## config.mk

```make
export PLATFORM = sky130hd
export DESIGN_NAME = batch_balance_planner_top
export DESIGN_NICKNAME = d
export VERILOG_FILES = /design/src/bbp_pkg.sv /design/src/batch_balance_planner_top.sv /design/src/bbp_cell.sv /design/src/bbp_div.sv
export SDC_FILE = /design/constraint.sdc
export NUM_CORES = 1
export LEC_CHECK = 0
export BUFFER_PORTS_ARGS = -buffer_cell sky130_fd_sc_hd__buf_4
export CELL_PAD_IN_SITES_DETAIL_PLACEMENT = 1
export CELL_PAD_IN_SITES_GLOBAL_PLACEMENT = 1
export CORE_ASPECT_RATIO = 0.6
export CORE_MARGIN = 2
export CORE_UTILIZATION = 45
export CTS_CLUSTER_SIZE = 28
export DETAILED_ROUTE_END_ITERATION = 7
export PLACE_DENSITY_LB_ADDON = 0.12
export SLEW_MARGIN = 20
export SYNTH_ARGS = -nofsm -noshare
export SYNTH_HDL_FRONTEND = slang
export SYNTH_HIERARCHICAL = 1
export SYNTH_SLANG_ARGS = --single-unit
```

## constraint.sdc

```tcl
create_clock -name aclk -period 4.8 [get_ports aclk]
set_input_delay 0.96 -clock aclk [delete_from_list [all_inputs] [get_ports aclk]]
set_output_delay 0.96 -clock aclk [all_outputs]
set_load 0.05 [all_outputs]
```

## src/bbp_pkg.sv

```systemverilog
// Shared types and constants of the batch balance planner.
`timescale 1ns / 1ps

package bbp_pkg;

    localparam int IN_SIZE_W = 16;
    localparam int AMT_W     = 16;
    localparam int ID_W      = 3;
    localparam int STATUS_W  = 3;

    typedef logic [STATUS_W-1:0] status_t;

    localparam status_t ST_XFER    = 3'd0;
    localparam status_t ST_NOBAL   = 3'd1;
    localparam status_t ST_SHORT   = 3'd2;
    localparam status_t ST_SRC_MT  = 3'd3;
    localparam status_t ST_TOOMANY = 3'd4;

    // Control of the ranking chain: shift pulls every held entry one cell
    // towards the head, clr empties the whole chain.
    typedef struct packed {
        logic shift;
        logic clr;
    } cell_ctl_t;

endpackage

```

## src/batch_balance_planner_top.sv

```systemverilog
// Top level of the batch balance planner: loading, ranking chain, divider and planner.
// Device sizes are taken one beat per cycle while a set is loading.
// After the final beat the ranking chain settles and the divider works out the quota; a status
// result or the first plan step follows when the wait counter and the divider are done.
// A plan gives one transfer per cycle while the output is free; moving the source gives none.
// Reset (aresetn low at a clock edge) empties the set, the chain and the result register.
`timescale 1ns / 1ps

module batch_balance_planner_top #(
    parameter int MAX_DEVICES = 8,
    parameter int SIZE_BITS   = 16
) (
    input  logic                          aclk,
    input  logic                          aresetn,
    input  logic                          s_valid,
    output logic                          s_ready,
    input  logic [bbp_pkg::IN_SIZE_W-1:0] s_device_size,
    input  logic                          s_last,
    output logic                          m_valid,
    input  logic                          m_ready,
    output logic [bbp_pkg::STATUS_W-1:0]  m_status,
    output logic [bbp_pkg::ID_W-1:0]      m_src_device,
    output logic [bbp_pkg::ID_W-1:0]      m_dst_device,
    output logic [bbp_pkg::AMT_W-1:0]     m_amount,
    output logic                          m_last_result
);
    import bbp_pkg::*;

    // Only the low SIZE_BITS bits of a size beat count, and never more than the port.
    localparam int EFF_W  = (SIZE_BITS < IN_SIZE_W) ? SIZE_BITS : IN_SIZE_W;
    localparam int N      = MAX_DEVICES;
    localparam int IDX_W  = $clog2(N);
    localparam int CNT_W  = $clog2(N + 1);
    localparam int TOT_W  = EFF_W + CNT_W;
    localparam int WAIT_N = N + 1;
    localparam int WAIT_W = $clog2(WAIT_N + 1);

    // Loading takes beats, waiting lets the chain and the divider finish,
    // planning walks the ranked sources and the empty devices.
    typedef enum logic [2:0] {
        S_LOAD = 3'b001,
        S_WAIT = 3'b010,
        S_PLAN = 3'b100
    } state_t;

    state_t            state_reg, state_next;
    logic [CNT_W-1:0]  dev_cnt_reg, dev_cnt_next;
    logic [CNT_W-1:0]  empty_cnt_reg, empty_cnt_next;
    logic [TOT_W-1:0]  total_reg, total_next;
    logic              ovf_reg, ovf_next;
    logic [WAIT_W-1:0] wait_cnt_reg, wait_cnt_next;

    // Device numbers of the empty devices, in arrival order, popped from the front.
    logic [ID_W-1:0]   empty_id_reg [N];
    logic [ID_W-1:0]   empty_id_next [N];

    // Current source of the plan, taken from the head of the ranking chain.
    logic [EFF_W-1:0]  src_size_reg, src_size_next;
    logic              src_hi_reg, src_hi_next;
    logic [ID_W-1:0]   src_id_reg, src_id_next;
    logic [CNT_W-1:0]  src_pos_reg, src_pos_next;
    logic [CNT_W-1:0]  full_reg, full_next;
    logic [CNT_W-1:0]  dst_left_reg, dst_left_next;
    logic              skip_reg, skip_next;

    // Result register.
    logic              m_valid_reg, m_valid_next;
    status_t           m_status_reg, m_status_next;
    logic [ID_W-1:0]   m_src_reg, m_src_next;
    logic [ID_W-1:0]   m_dst_reg, m_dst_next;
    logic [AMT_W-1:0]  m_amount_reg, m_amount_next;
    logic              m_last_reg, m_last_next;

    logic              acc;
    logic              stored;
    logic [EFF_W-1:0]  size_eff;
    logic              out_free;
    logic              emit;
    cell_ctl_t         chain_ctl;
    logic              div_start;
    logic [TOT_W-1:0]  div_quo;
    logic              div_done;
    logic [EFF_W-1:0]  quota;
    logic [EFF_W:0]    src_diff;
    logic              src_low;

    // Ranking chain wiring.
    logic              pass_v    [N];
    logic [EFF_W-1:0]  pass_size [N];
    logic [IDX_W-1:0]  pass_idx  [N];
    logic              held_v    [N];
    logic [EFF_W-1:0]  held_size [N];
    logic [IDX_W-1:0]  held_idx  [N];
    logic              ins_v;

    assign s_ready  = (state_reg == S_LOAD);
    assign acc      = s_valid && s_ready;
    assign size_eff = EFF_W'(s_device_size);
    assign stored   = (dev_cnt_reg < CNT_W'(N));
    assign out_free = !m_valid_reg || m_ready;
    assign quota    = div_quo[EFF_W-1:0];

    // Empty devices never act as sources, so only non-empty sizes enter the chain.
    assign ins_v = acc && stored && (size_eff != '0);

    genvar gi;
    generate
        for (gi = 0; gi < N; gi++) begin : g_cell
            logic              c_in_v;
            logic [EFF_W-1:0]  c_in_size;
            logic [IDX_W-1:0]  c_in_idx;
            logic              c_nxt_v;
            logic [EFF_W-1:0]  c_nxt_size;
            logic [IDX_W-1:0]  c_nxt_idx;

            if (gi == 0) begin : g_head
                assign c_in_v    = ins_v;
                assign c_in_size = size_eff;
                assign c_in_idx  = dev_cnt_reg[IDX_W-1:0];
            end else begin : g_body
                assign c_in_v    = pass_v[gi-1];
                assign c_in_size = pass_size[gi-1];
                assign c_in_idx  = pass_idx[gi-1];
            end

            if (gi == N - 1) begin : g_tail
                assign c_nxt_v    = 1'b0;
                assign c_nxt_size = '0;
                assign c_nxt_idx  = '0;
            end else begin : g_mid
                assign c_nxt_v    = held_v[gi+1];
                assign c_nxt_size = held_size[gi+1];
                assign c_nxt_idx  = held_idx[gi+1];
            end

            bbp_cell #(
                .SIZE_W (EFF_W),
                .IDX_W  (IDX_W)
            ) u_cell (
                .aclk      (aclk),
                .aresetn   (aresetn),
                .ctl       (chain_ctl),
                .in_v      (c_in_v),
                .in_size   (c_in_size),
                .in_idx    (c_in_idx),
                .nxt_v     (c_nxt_v),
                .nxt_size  (c_nxt_size),
                .nxt_idx   (c_nxt_idx),
                .pass_v    (pass_v[gi]),
                .pass_size (pass_size[gi]),
                .pass_idx  (pass_idx[gi]),
                .held_v    (held_v[gi]),
                .held_size (held_size[gi]),
                .held_idx  (held_idx[gi])
            );
        end
    endgenerate

    // The quota is the set total divided by the device count, started on the final beat.
    bbp_div #(
        .NUM_W (TOT_W),
        .DEN_W (CNT_W)
    ) u_div (
        .aclk     (aclk),
        .aresetn  (aresetn),
        .start    (div_start),
        .dividend (total_next),
        .divisor  (dev_cnt_next),
        .quotient (div_quo),
        .done     (div_done)
    );

    // A source that once went below zero stays above any quota, as a huge count would.
    assign src_diff = {1'b0, src_size_reg} - {1'b0, quota};
    assign src_low  = !src_hi_reg && (src_size_reg <= quota);

    always_comb begin
        state_next     = state_reg;
        dev_cnt_next   = dev_cnt_reg;
        empty_cnt_next = empty_cnt_reg;
        total_next     = total_reg;
        ovf_next       = ovf_reg;
        wait_cnt_next  = wait_cnt_reg;
        empty_id_next  = empty_id_reg;
        src_size_next  = src_size_reg;
        src_hi_next    = src_hi_reg;
        src_id_next    = src_id_reg;
        src_pos_next   = src_pos_reg;
        full_next      = full_reg;
        dst_left_next  = dst_left_reg;
        skip_next      = skip_reg;
        chain_ctl      = '0;
        div_start      = 1'b0;
        emit           = 1'b0;
        m_status_next  = m_status_reg;
        m_src_next     = m_src_reg;
        m_dst_next     = m_dst_reg;
        m_amount_next  = m_amount_reg;
        m_last_next    = m_last_reg;

        case (state_reg)
            S_LOAD: begin
                if (acc) begin
                    if (stored) begin
                        dev_cnt_next = dev_cnt_reg + 1'b1;
                        total_next   = total_reg + TOT_W'(size_eff);
                        if (size_eff == '0) begin
                            empty_id_next[empty_cnt_reg[IDX_W-1:0]] =
                                ID_W'(dev_cnt_reg[IDX_W-1:0]);
                            empty_cnt_next = empty_cnt_reg + 1'b1;
                        end
                    end else begin
                        ovf_next = 1'b1;
                    end
                    if (s_last) begin
                        state_next    = S_WAIT;
                        div_start     = 1'b1;
                        wait_cnt_next = '0;
                    end
                end
            end
            S_WAIT: begin
                if (wait_cnt_reg != WAIT_W'(WAIT_N)) begin
                    wait_cnt_next = wait_cnt_reg + 1'b1;
                end else if (div_done) begin
                    if (ovf_reg || (empty_cnt_reg == '0) ||
                        (total_reg < TOT_W'(dev_cnt_reg))) begin
                        // One status beat closes the plan.
                        if (out_free) begin
                            emit          = 1'b1;
                            m_src_next    = '0;
                            m_dst_next    = '0;
                            m_amount_next = '0;
                            m_last_next   = 1'b1;
                            if (ovf_reg) begin
                                m_status_next = ST_TOOMANY;
                            end else if (empty_cnt_reg == '0) begin
                                m_status_next = ST_NOBAL;
                            end else begin
                                m_status_next = ST_SHORT;
                            end
                            chain_ctl.clr  = 1'b1;
                            dev_cnt_next   = '0;
                            empty_cnt_next = '0;
                            total_next     = '0;
                            ovf_next       = 1'b0;
                            state_next     = S_LOAD;
                        end
                    end else begin
                        // Take the largest device as the first source.
                        src_size_next   = held_size[0];
                        src_id_next     = ID_W'(held_idx[0]);
                        src_hi_next     = 1'b0;
                        src_pos_next    = '0;
                        full_next       = dev_cnt_reg - empty_cnt_reg;
                        dst_left_next   = empty_cnt_reg;
                        skip_next       = 1'b0;
                        chain_ctl.shift = 1'b1;
                        state_next      = S_PLAN;
                    end
                end
            end
            S_PLAN: begin
                if (out_free) begin
                    if (!skip_reg && src_low) begin
                        if (({1'b0, src_pos_reg} + 1'b1) >= {1'b0, full_reg}) begin
                            // The next source would be an empty device.
                            emit           = 1'b1;
                            m_status_next  = ST_SRC_MT;
                            m_src_next     = '0;
                            m_dst_next     = '0;
                            m_amount_next  = '0;
                            m_last_next    = 1'b1;
                            chain_ctl.clr  = 1'b1;
                            dev_cnt_next   = '0;
                            empty_cnt_next = '0;
                            total_next     = '0;
                            ovf_next       = 1'b0;
                            state_next     = S_LOAD;
                        end else begin
                            // Move on to the next ranked source; it is used without a check.
                            src_size_next   = held_size[0];
                            src_id_next     = ID_W'(held_idx[0]);
                            src_hi_next     = 1'b0;
                            src_pos_next    = src_pos_reg + 1'b1;
                            skip_next       = 1'b1;
                            chain_ctl.shift = 1'b1;
                        end
                    end else begin
                        emit          = 1'b1;
                        m_status_next = ST_XFER;
                        m_src_next    = src_id_reg;
                        m_dst_next    = empty_id_reg[0];
                        m_amount_next = AMT_W'(quota);
                        m_last_next   = (dst_left_reg == CNT_W'(1));
                        src_size_next = src_diff[EFF_W-1:0];
                        src_hi_next   = src_hi_reg || src_diff[EFF_W];
                        dst_left_next = dst_left_reg - 1'b1;
                        skip_next     = 1'b0;
                        for (int i = 0; i < N - 1; i++) begin
                            empty_id_next[i] = empty_id_reg[i+1];
                        end
                        if (dst_left_reg == CNT_W'(1)) begin
                            chain_ctl.clr  = 1'b1;
                            dev_cnt_next   = '0;
                            empty_cnt_next = '0;
                            total_next     = '0;
                            ovf_next       = 1'b0;
                            state_next     = S_LOAD;
                        end
                    end
                end
            end
            default: begin
                state_next = S_LOAD;
            end
        endcase

        m_valid_next = emit ? 1'b1 : (m_ready ? 1'b0 : m_valid_reg);
    end

    always_ff @(posedge aclk) begin
        if (!aresetn) begin
            state_reg     <= S_LOAD;
            dev_cnt_reg   <= '0;
            empty_cnt_reg <= '0;
            total_reg     <= '0;
            ovf_reg       <= 1'b0;
            wait_cnt_reg  <= '0;
            m_valid_reg   <= 1'b0;
        end else begin
            state_reg     <= state_next;
            dev_cnt_reg   <= dev_cnt_next;
            empty_cnt_reg <= empty_cnt_next;
            total_reg     <= total_next;
            ovf_reg       <= ovf_next;
            wait_cnt_reg  <= wait_cnt_next;
            m_valid_reg   <= m_valid_next;
        end
    end

    always_ff @(posedge aclk) begin
        empty_id_reg <= empty_id_next;
        src_size_reg <= src_size_next;
        src_hi_reg   <= src_hi_next;
        src_id_reg   <= src_id_next;
        src_pos_reg  <= src_pos_next;
        full_reg     <= full_next;
        dst_left_reg <= dst_left_next;
        skip_reg     <= skip_next;
        m_status_reg <= m_status_next;
        m_src_reg    <= m_src_next;
        m_dst_reg    <= m_dst_next;
        m_amount_reg <= m_amount_next;
        m_last_reg   <= m_last_next;
    end

    assign m_valid       = m_valid_reg;
    assign m_status      = m_status_reg;
    assign m_src_device  = m_src_reg;
    assign m_dst_device  = m_dst_reg;
    assign m_amount      = m_amount_reg;
    assign m_last_result = m_last_reg;

endmodule

```

## src/bbp_cell.sv

```systemverilog
// One cell of the systolic ranking chain: holds one device and forwards the rest.
`timescale 1ns / 1ps

module bbp_cell #(
    parameter int SIZE_W = 16,
    parameter int IDX_W  = 3
) (
    input  logic              aclk,
    input  logic              aresetn,
    input  bbp_pkg::cell_ctl_t ctl,
    input  logic              in_v,
    input  logic [SIZE_W-1:0] in_size,
    input  logic [IDX_W-1:0]  in_idx,
    input  logic              nxt_v,
    input  logic [SIZE_W-1:0] nxt_size,
    input  logic [IDX_W-1:0]  nxt_idx,
    output logic              pass_v,
    output logic [SIZE_W-1:0] pass_size,
    output logic [IDX_W-1:0]  pass_idx,
    output logic              held_v,
    output logic [SIZE_W-1:0] held_size,
    output logic [IDX_W-1:0]  held_idx
);
    import bbp_pkg::*;

    logic              held_v_reg, held_v_next;
    logic [SIZE_W-1:0] held_size_reg, held_size_next;
    logic [IDX_W-1:0]  held_idx_reg, held_idx_next;
    logic              pass_v_reg, pass_v_next;
    logic [SIZE_W-1:0] pass_size_reg, pass_size_next;
    logic [IDX_W-1:0]  pass_idx_reg, pass_idx_next;
    logic              take;

    // The newcomer wins on a larger size, or on an equal size if it arrived earlier.
    assign take = in_v && (!held_v_reg || (in_size > held_size_reg) ||
                  ((in_size == held_size_reg) && (in_idx < held_idx_reg)));

    always_comb begin
        held_v_next    = held_v_reg;
        held_size_next = held_size_reg;
        held_idx_next  = held_idx_reg;
        pass_v_next    = 1'b0;
        pass_size_next = in_size;
        pass_idx_next  = in_idx;
        if (ctl.clr) begin
            held_v_next = 1'b0;
        end else if (ctl.shift) begin
            held_v_next    = nxt_v;
            held_size_next = nxt_size;
            held_idx_next  = nxt_idx;
        end else if (take) begin
            held_v_next    = 1'b1;
            held_size_next = in_size;
            held_idx_next  = in_idx;
            pass_v_next    = held_v_reg;
            pass_size_next = held_size_reg;
            pass_idx_next  = held_idx_reg;
        end else begin
            pass_v_next = in_v;
        end
    end

    always_ff @(posedge aclk) begin
        if (!aresetn) begin
            held_v_reg <= 1'b0;
            pass_v_reg <= 1'b0;
        end else begin
            held_v_reg <= held_v_next;
            pass_v_reg <= pass_v_next;
        end
    end

    always_ff @(posedge aclk) begin
        held_size_reg <= held_size_next;
        held_idx_reg  <= held_idx_next;
        pass_size_reg <= pass_size_next;
        pass_idx_reg  <= pass_idx_next;
    end

    assign pass_v    = pass_v_reg;
    assign pass_size = pass_size_reg;
    assign pass_idx  = pass_idx_reg;
    assign held_v    = held_v_reg;
    assign held_size = held_size_reg;
    assign held_idx  = held_idx_reg;

endmodule

```

## src/bbp_div.sv

```systemverilog
// Restoring divider that works out one quotient bit per cycle.
`timescale 1ns / 1ps

module bbp_div #(
    parameter int NUM_W = 19,
    parameter int DEN_W = 4
) (
    input  logic             aclk,
    input  logic             aresetn,
    input  logic             start,
    input  logic [NUM_W-1:0] dividend,
    input  logic [DEN_W-1:0] divisor,
    output logic [NUM_W-1:0] quotient,
    output logic             done
);
    localparam int CNT_W = $clog2(NUM_W + 1);

    logic [NUM_W-1:0] quo_reg, quo_next;
    logic [DEN_W-1:0] rem_reg, rem_next;
    logic [DEN_W-1:0] den_reg, den_next;
    logic [CNT_W-1:0] cnt_reg, cnt_next;
    logic             busy_reg, busy_next;
    logic             done_reg, done_next;
    logic [DEN_W:0]   trial;
    logic [DEN_W:0]   diff;
    logic             fits;

    assign trial = {rem_reg, quo_reg[NUM_W-1]};
    assign diff  = trial - {1'b0, den_reg};
    assign fits  = (trial >= {1'b0, den_reg});

    always_comb begin
        quo_next  = quo_reg;
        rem_next  = rem_reg;
        den_next  = den_reg;
        cnt_next  = cnt_reg;
        busy_next = busy_reg;
        done_next = done_reg;
        if (start) begin
            quo_next  = dividend;
            rem_next  = '0;
            den_next  = divisor;
            cnt_next  = '0;
            busy_next = 1'b1;
            done_next = 1'b0;
        end else if (busy_reg) begin
            quo_next = {quo_reg[NUM_W-2:0], fits};
            rem_next = fits ? diff[DEN_W-1:0] : trial[DEN_W-1:0];
            cnt_next = cnt_reg + 1'b1;
            if (cnt_reg == CNT_W'(NUM_W - 1)) begin
                busy_next = 1'b0;
                done_next = 1'b1;
            end
        end
    end

    always_ff @(posedge aclk) begin
        if (!aresetn) begin
            busy_reg <= 1'b0;
            done_reg <= 1'b0;
            cnt_reg  <= '0;
        end else begin
            busy_reg <= busy_next;
            done_reg <= done_next;
            cnt_reg  <= cnt_next;
        end
    end

    always_ff @(posedge aclk) begin
        quo_reg <= quo_next;
        rem_reg <= rem_next;
        den_reg <= den_next;
    end

    assign quotient = quo_reg;
    assign done     = done_reg;

endmodule

```

==> results of run 1 <==
final cells by class:
| type | instances | area (sq um) | area share (%) |
|---|---|---|---|
| clock inverters | 25 | 291.5 | 0.9262 |
| flip-flops and latches | 455 | 11700 | 37.17 |
| repair buffers | 119 | 993.5 | 3.156 |
| diodes | 1 | 2.502 | 0.007950 |
| well taps | 839 | 1050 | 3.335 |
| clock buffers | 63 | 1330 | 4.225 |
| inverters | 220 | 832.0 | 2.643 |
| multi-input cells | 2107 | 15280 | 48.53 |
metrics by stage:
step,worst slack (ns),hold slack [ns]
after detailed placement,0.3085,0.4692
after CTS,0.2538,0.4792
after global placement,0.4420,0.4622
after global routing,0.09926,0.5159
after floorplan,0.2066,0.4498
final,0.3456,0.4800
where the power goes:
group	switching, mW	internal (mW)	leakage, nW	total, mW
Sequential	0.541	4.60	4.06	5.14
Combinational	1.64	1.22	7.21	2.86
Clock	1.68	2.32	0.802	4.00
routing by layer:
layer	part of all wire, %	vias to the layer above	global-route usage, %
li1	-	11108	-
met1	51	12444	45.47
met2	41	730	40.78
met3	7.2	86	4.777
met4	1.1	2	4.871
met5	0.014	-	0
worst register-to-register path, delay by kind of cell (launching register included):
kind	cells	cell delay [ns]
compound gates	6	1.37
fa+ha+maj	1	0.44
buf+inv	3	0.66
flops	1	0.38
simple gates	5	1.45
worst paths after layout:
path                                         to  slack (ns)  cells after the start
setup / recovery  g_cell[3].u_cell/pass_size[1]        0.35                     15
hold / removal                 u_div/rem_reg[3]        0.48                      2
setup reg to reg  g_cell[3].u_cell/pass_size[1]        0.35                     15
hold reg to reg                u_div/rem_reg[3]        0.48                      2
==> run metrics, run 1 <==
clock slew at reported path FFs=0.06 ns; Largest register FFs=128; Hold-fix buffers, CTS=0; num ports=49; DIE HEIGHT=199 um; PD cells=381.2 nW/um^2; clock skew=0.03003 ns; status=finished clean; final setup fails=0; fin crit share=92.80%; port buffer count=48; First-pass DRT Iterations=5; Post-Syn Instances=2965; CTS tree=yes; floorplan row count=71; routed len/inst=24.77 um; Via density=6.365; clock latency on the worst-skew pair=0.61 ns; CP max FO=65; total of max-cap violations=0; Worst path top cell family by delay=compound AO/OA/AOI/OAI gates; Placed Cells=3740; Final nets=3175; Post-CTS Setup Bufs=0; Crit path top cell by count=nand2_1; die width=329 um; Slowest-stage cell, CP=or4_1; CTS buffer count=48; HP Class=flip-flop to flip-flop; dpl hpwl=68730 um; # clock sinks=455; DRC Markers=0; first-pass GRT wire length=147600 um; Synth Cell Area=28520 sq um; clock root buffer=clkbuf_16; synth warn=6; Worst slew margin=30.43%; CP bufs+invs=3; Lkg Pwr=12.08 nW; post-route minimum period=4.454 ns; Mean Syn Cell Area=9.618 sq um; Non-Filler Instances=3829; H-tree Lvls=2; most common cell after layout, fill and taps aside=nand2_1; setup tns final=0 ns; grt ovf=0; Initial Util=45.54%; initial drt markers=2382; antenna-violating nets left=0; vias=24370; fill cell count=6950; CTS Buffer Depth=3; Tot Pwr=12.00 mW; CP Capture Type=flip-flop; core area=62630 sq um; initial antenna violation count=4; Max stage delay on crit path=0.61 ns; CP arrival=4.90 ns; RSZ-0062 raised after global routing=false; Util after Layout=50.26%; largest net degree at the start of global routing=66; Worst Tran Pin Value=1.042 ns; Hold Vio Cnt, Final=0; Max Clock Freq=224.5 MHz; most frequent cells in the layout=nand2_1, edfxtp_1, a21oi_1, inv_1, ha_1; DIE AREA=65470 sq um; vias in the first global route=24762; Worst IR Drop VDD=0.2991 mV; post-place instance area=29840 sq um; Hold Crit Start=u_div/rem_reg[3]; Final Cell Area=31480 sq um; gr usage total=28.75%; Final Wtd Congestion=0.9358; crit-path cells=inv_1 -> ha_1 -> nand4_1 -> or4_1 -> o21ai_1 -> o211a_4 -> nand2_1 -> o32ai_4 -> buf_12 -> nor3b_2 -> buf_4 -> nand2_1 -> a21oi_1 -> a311oi_1 -> o311ai_1; worst reg2reg path startpoint=u_div/quotient[8]; CP Class=flip-flop to flip-flop; area grow syn2layout=10.37%; Worst setup startpoint=u_div/quotient[8]; drt total wl=94850 um; crit start category=flip-flop; Final Slew Violations=0; share of layout cells above drive strength 1=14.35%; data required time of the worst path=5.24 ns; PostCTS Resize Cnt=0
Power figures use the tool's default switching activity.
==> run 2: changes to the inputs <==
--- a/config.mk
+++ b/config.mk
@@ -9,11 +9,11 @@
 export CELL_PAD_IN_SITES_DETAIL_PLACEMENT = 1
 export CELL_PAD_IN_SITES_GLOBAL_PLACEMENT = 1
 export CORE_ASPECT_RATIO = 0.6
-export CORE_MARGIN = 2
 export CORE_UTILIZATION = 45
 export CTS_CLUSTER_SIZE = 28
 export DETAILED_ROUTE_END_ITERATION = 7
-export PLACE_DENSITY_LB_ADDON = 0.12
+export GPL_ROUTABILITY_DRIVEN = 1
+export PLACE_DENSITY = 0.86
 export SLEW_MARGIN = 20
 export SYNTH_ARGS = -nofsm -noshare
 export SYNTH_HDL_FRONTEND = slang
==> run 2 against run 1 <==
  * Hold slack improved by 0.0064 ns
  * Combinational power about the same
  * First-iteration DRC count increased by 5.8%
  * Non-clock buffer count decreased by 8
  * Setup slack got worse by 0.15 ns
  * Critical endpoint is now g_cell[4].u_cell/pass_size[12]
  * Largest power group unchanged
==> run metrics, run 2 (synthesis gave the netlist of run 1 again) <==
HP Class=flip-flop to flip-flop; dpl hpwl=66850 um (-2.7%); core area=62630 sq um (unchanged); worst hold slack=0.4863 ns (+0.006376 ns); vias=24779 (+1.7%); Initial Util=45.54% (unchanged); vias in the first global route=25359 (+2.4%); post-route minimum period=4.601 ns (+0.1468 ns); Max Clock Freq=217.3 MHz (-3.2%); CTS tree=yes; most frequent cells in the layout=nand2_1, edfxtp_1, a21oi_1, inv_1, ha_1; port buffer count=48 (unchanged); RSZ-0062 raised after global routing=false; share of layout cells above drive strength 1=14.10% (-0.25 points); routed len/inst=24.53 um (-0.97%); grt ovf=0 (unchanged); First-pass DRT Iterations=5 (unchanged); Non-Filler Instances=3818 (-0.29%); # clock sinks=455 (unchanged); post-place instance area=29730 sq um (-0.36%); most common cell after layout, fill and taps aside=nand2_1; data required time of the worst path=5.22 ns (-0.02 ns); clock latency on the worst-skew pair=0.62 ns (about the same); Placed Cells=3730 (-0.27%); clock root buffer=clkbuf_16; Largest register FFs=128 (unchanged); floorplan row count=71 (unchanged); gr usage total=28.39% (-0.36 points); Register Area=11700 sq um (unchanged); status=finished clean; clock skew=0.02479 ns (-0.005237 ns); Via density=6.490 (+2.0%); CP arrival=5.03 ns (+0.13 ns); fin crit share=95.86% (+3.1 points); PD cells=378.0 nW/um^2 (-0.83%); first-pass GRT wire length=145100 um (-1.7%); multi-input logic area=15270 sq um (about the same); antenna-violating nets left=0 (unchanged); Worst slew margin=24.72% (-5.7 points); final setup fails=0 (unchanged); crit start category=flip-flop; Util after Layout=49.95% (-0.31 points); H-tree Lvls=2 (unchanged); initial antenna violation count=3 (-1); area grow syn2layout=9.696%; R2R cell count=15 (unchanged); setup tns final=0 ns (unchanged); die width=327 um (-0.61%); Crit path top cell by count=nand2_1; Slowest-stage cell, CP=or4_1; Max stage delay on crit path=0.63 ns (+0.02 ns); total of max-cap violations=0 (unchanged); DIE HEIGHT=197 um (-1.0%); Final Cell Area=31280 sq um (-0.61%); initial drt markers=2519 (+5.8%); CP Capture Type=flip-flop; crit-path cells=inv_1 -> ha_1 -> nand4_1 -> or4_1 -> o211ai_1 -> o211a_2 -> nand2_1 -> o32ai_4 -> clkbuf_16 -> nor3b_2 -> buf_4 -> nand2_1 -> a21oi_1 -> a311oi_1 -> o311ai_1; Hold-fix buffers, CTS=0 (unchanged); CTS buffer count=46 (-4.2%); Final nets=3165 (-0.31%); Hold Vio Cnt, Final=0 (unchanged); drt total wl=93660 um (-1.3%); CP Class=flip-flop to flip-flop; fill cell count=6984 (+0.49%); CTS Buffer Depth=3 (unchanged); largest net degree at the start of global routing=79 (+20%); Final Slew Violations=0 (unchanged); Lkg Pwr=11.98 nW (-0.79%); DRC Markers=0 (unchanged); Worst IR Drop VDD=0.2666 mV (-11%); CP max FO=39 (-40%); Worst Tran Pin Value=1.127 ns (+0.08437 ns); num ports=49 (unchanged); DIE AREA=64420 sq um (-1.6%); clock slew at reported path FFs=0.06 ns (about the same); Final Wtd Congestion=0.9456 (+1.0%); hold depth=2 (unchanged)
==> run 2: cell types whose count changed in the layout (fill, tap and decap cells not counted), sizes merged <==
cell      before  now
buf          119  110
bufinv         7    5
clkinv        23   21
clkinvlp       0    1
inv          215  216
==> run 2: final cells by class <==
cell class / instances / area share, %
multi-input combinational: 2107 / 48.80
sequential: 455 / 37.40
clock buffer: 62 / 4.100
tap: 839 / 3.356
timing repair buffer: 111 / 2.904
inverter: 220 / 2.660
clock inverter: 23 / 0.7719
antenna: 1 / 0.007999
==> run 2: critical path, delay by kind of cell (launching register included) <==
kind,cells,cell delay (ns)
flip-flops,1,0.39
buffers and inverters,3,0.67
AND/OR/NAND/NOR,5,1.35
adder cells (fa/ha/maj),1,0.42
AO/OA/AOI/OAI,6,1.51
==> run 2: per-stage QoR <==
step,power (mW),setup slack (ns)
finish,11.83,0.1988
global placement,7.683,0.3556
floorplan,7.006,0.2066
CTS,11.80,0.2117
detailed placement,7.965,0.2515
global route,12.30,0.005068
==> run 2: metal layers <==
layer  vias to the layer above  global-route usage, %  part of all wire (%)
met1                     12555                  41.28                    46
met4                        10                  6.179                   1.5
met2                       985                  42.80                    44
met3                       132                  6.371                   8.8
met5                         -                      0                 0.061
li1                      11097                      -                     -
==> run 2: power breakdown <==
group	leakage, nW	switching, mW	internal [mW]
Sequential	4.06	0.549	4.60
Combinational	7.16	1.64	1.23
Clock	0.755	1.66	2.14
Total	12.0	3.86	7.97
==> run 2: repair_timing <==
action | in CTS | in global routing
gates resized for setup | 0 | 2
buffers inserted | 0 | 1
setup endpoints to repair | 0 | 119
==> run 2: path summary, 6_finish.rpt <==
kind	from	endpoint	slack (ns)
worst max-delay path	u_div/quotient[10]	g_cell[4].u_cell/pass_size[12]	0.20
worst min-delay path	u_div/rem_reg[3]	u_div/rem_reg[3]	0.49
worst max register to register	u_div/quotient[10]	g_cell[4].u_cell/pass_size[12]	0.20
worst min register to register	u_div/rem_reg[3]	u_div/rem_reg[3]	0.49
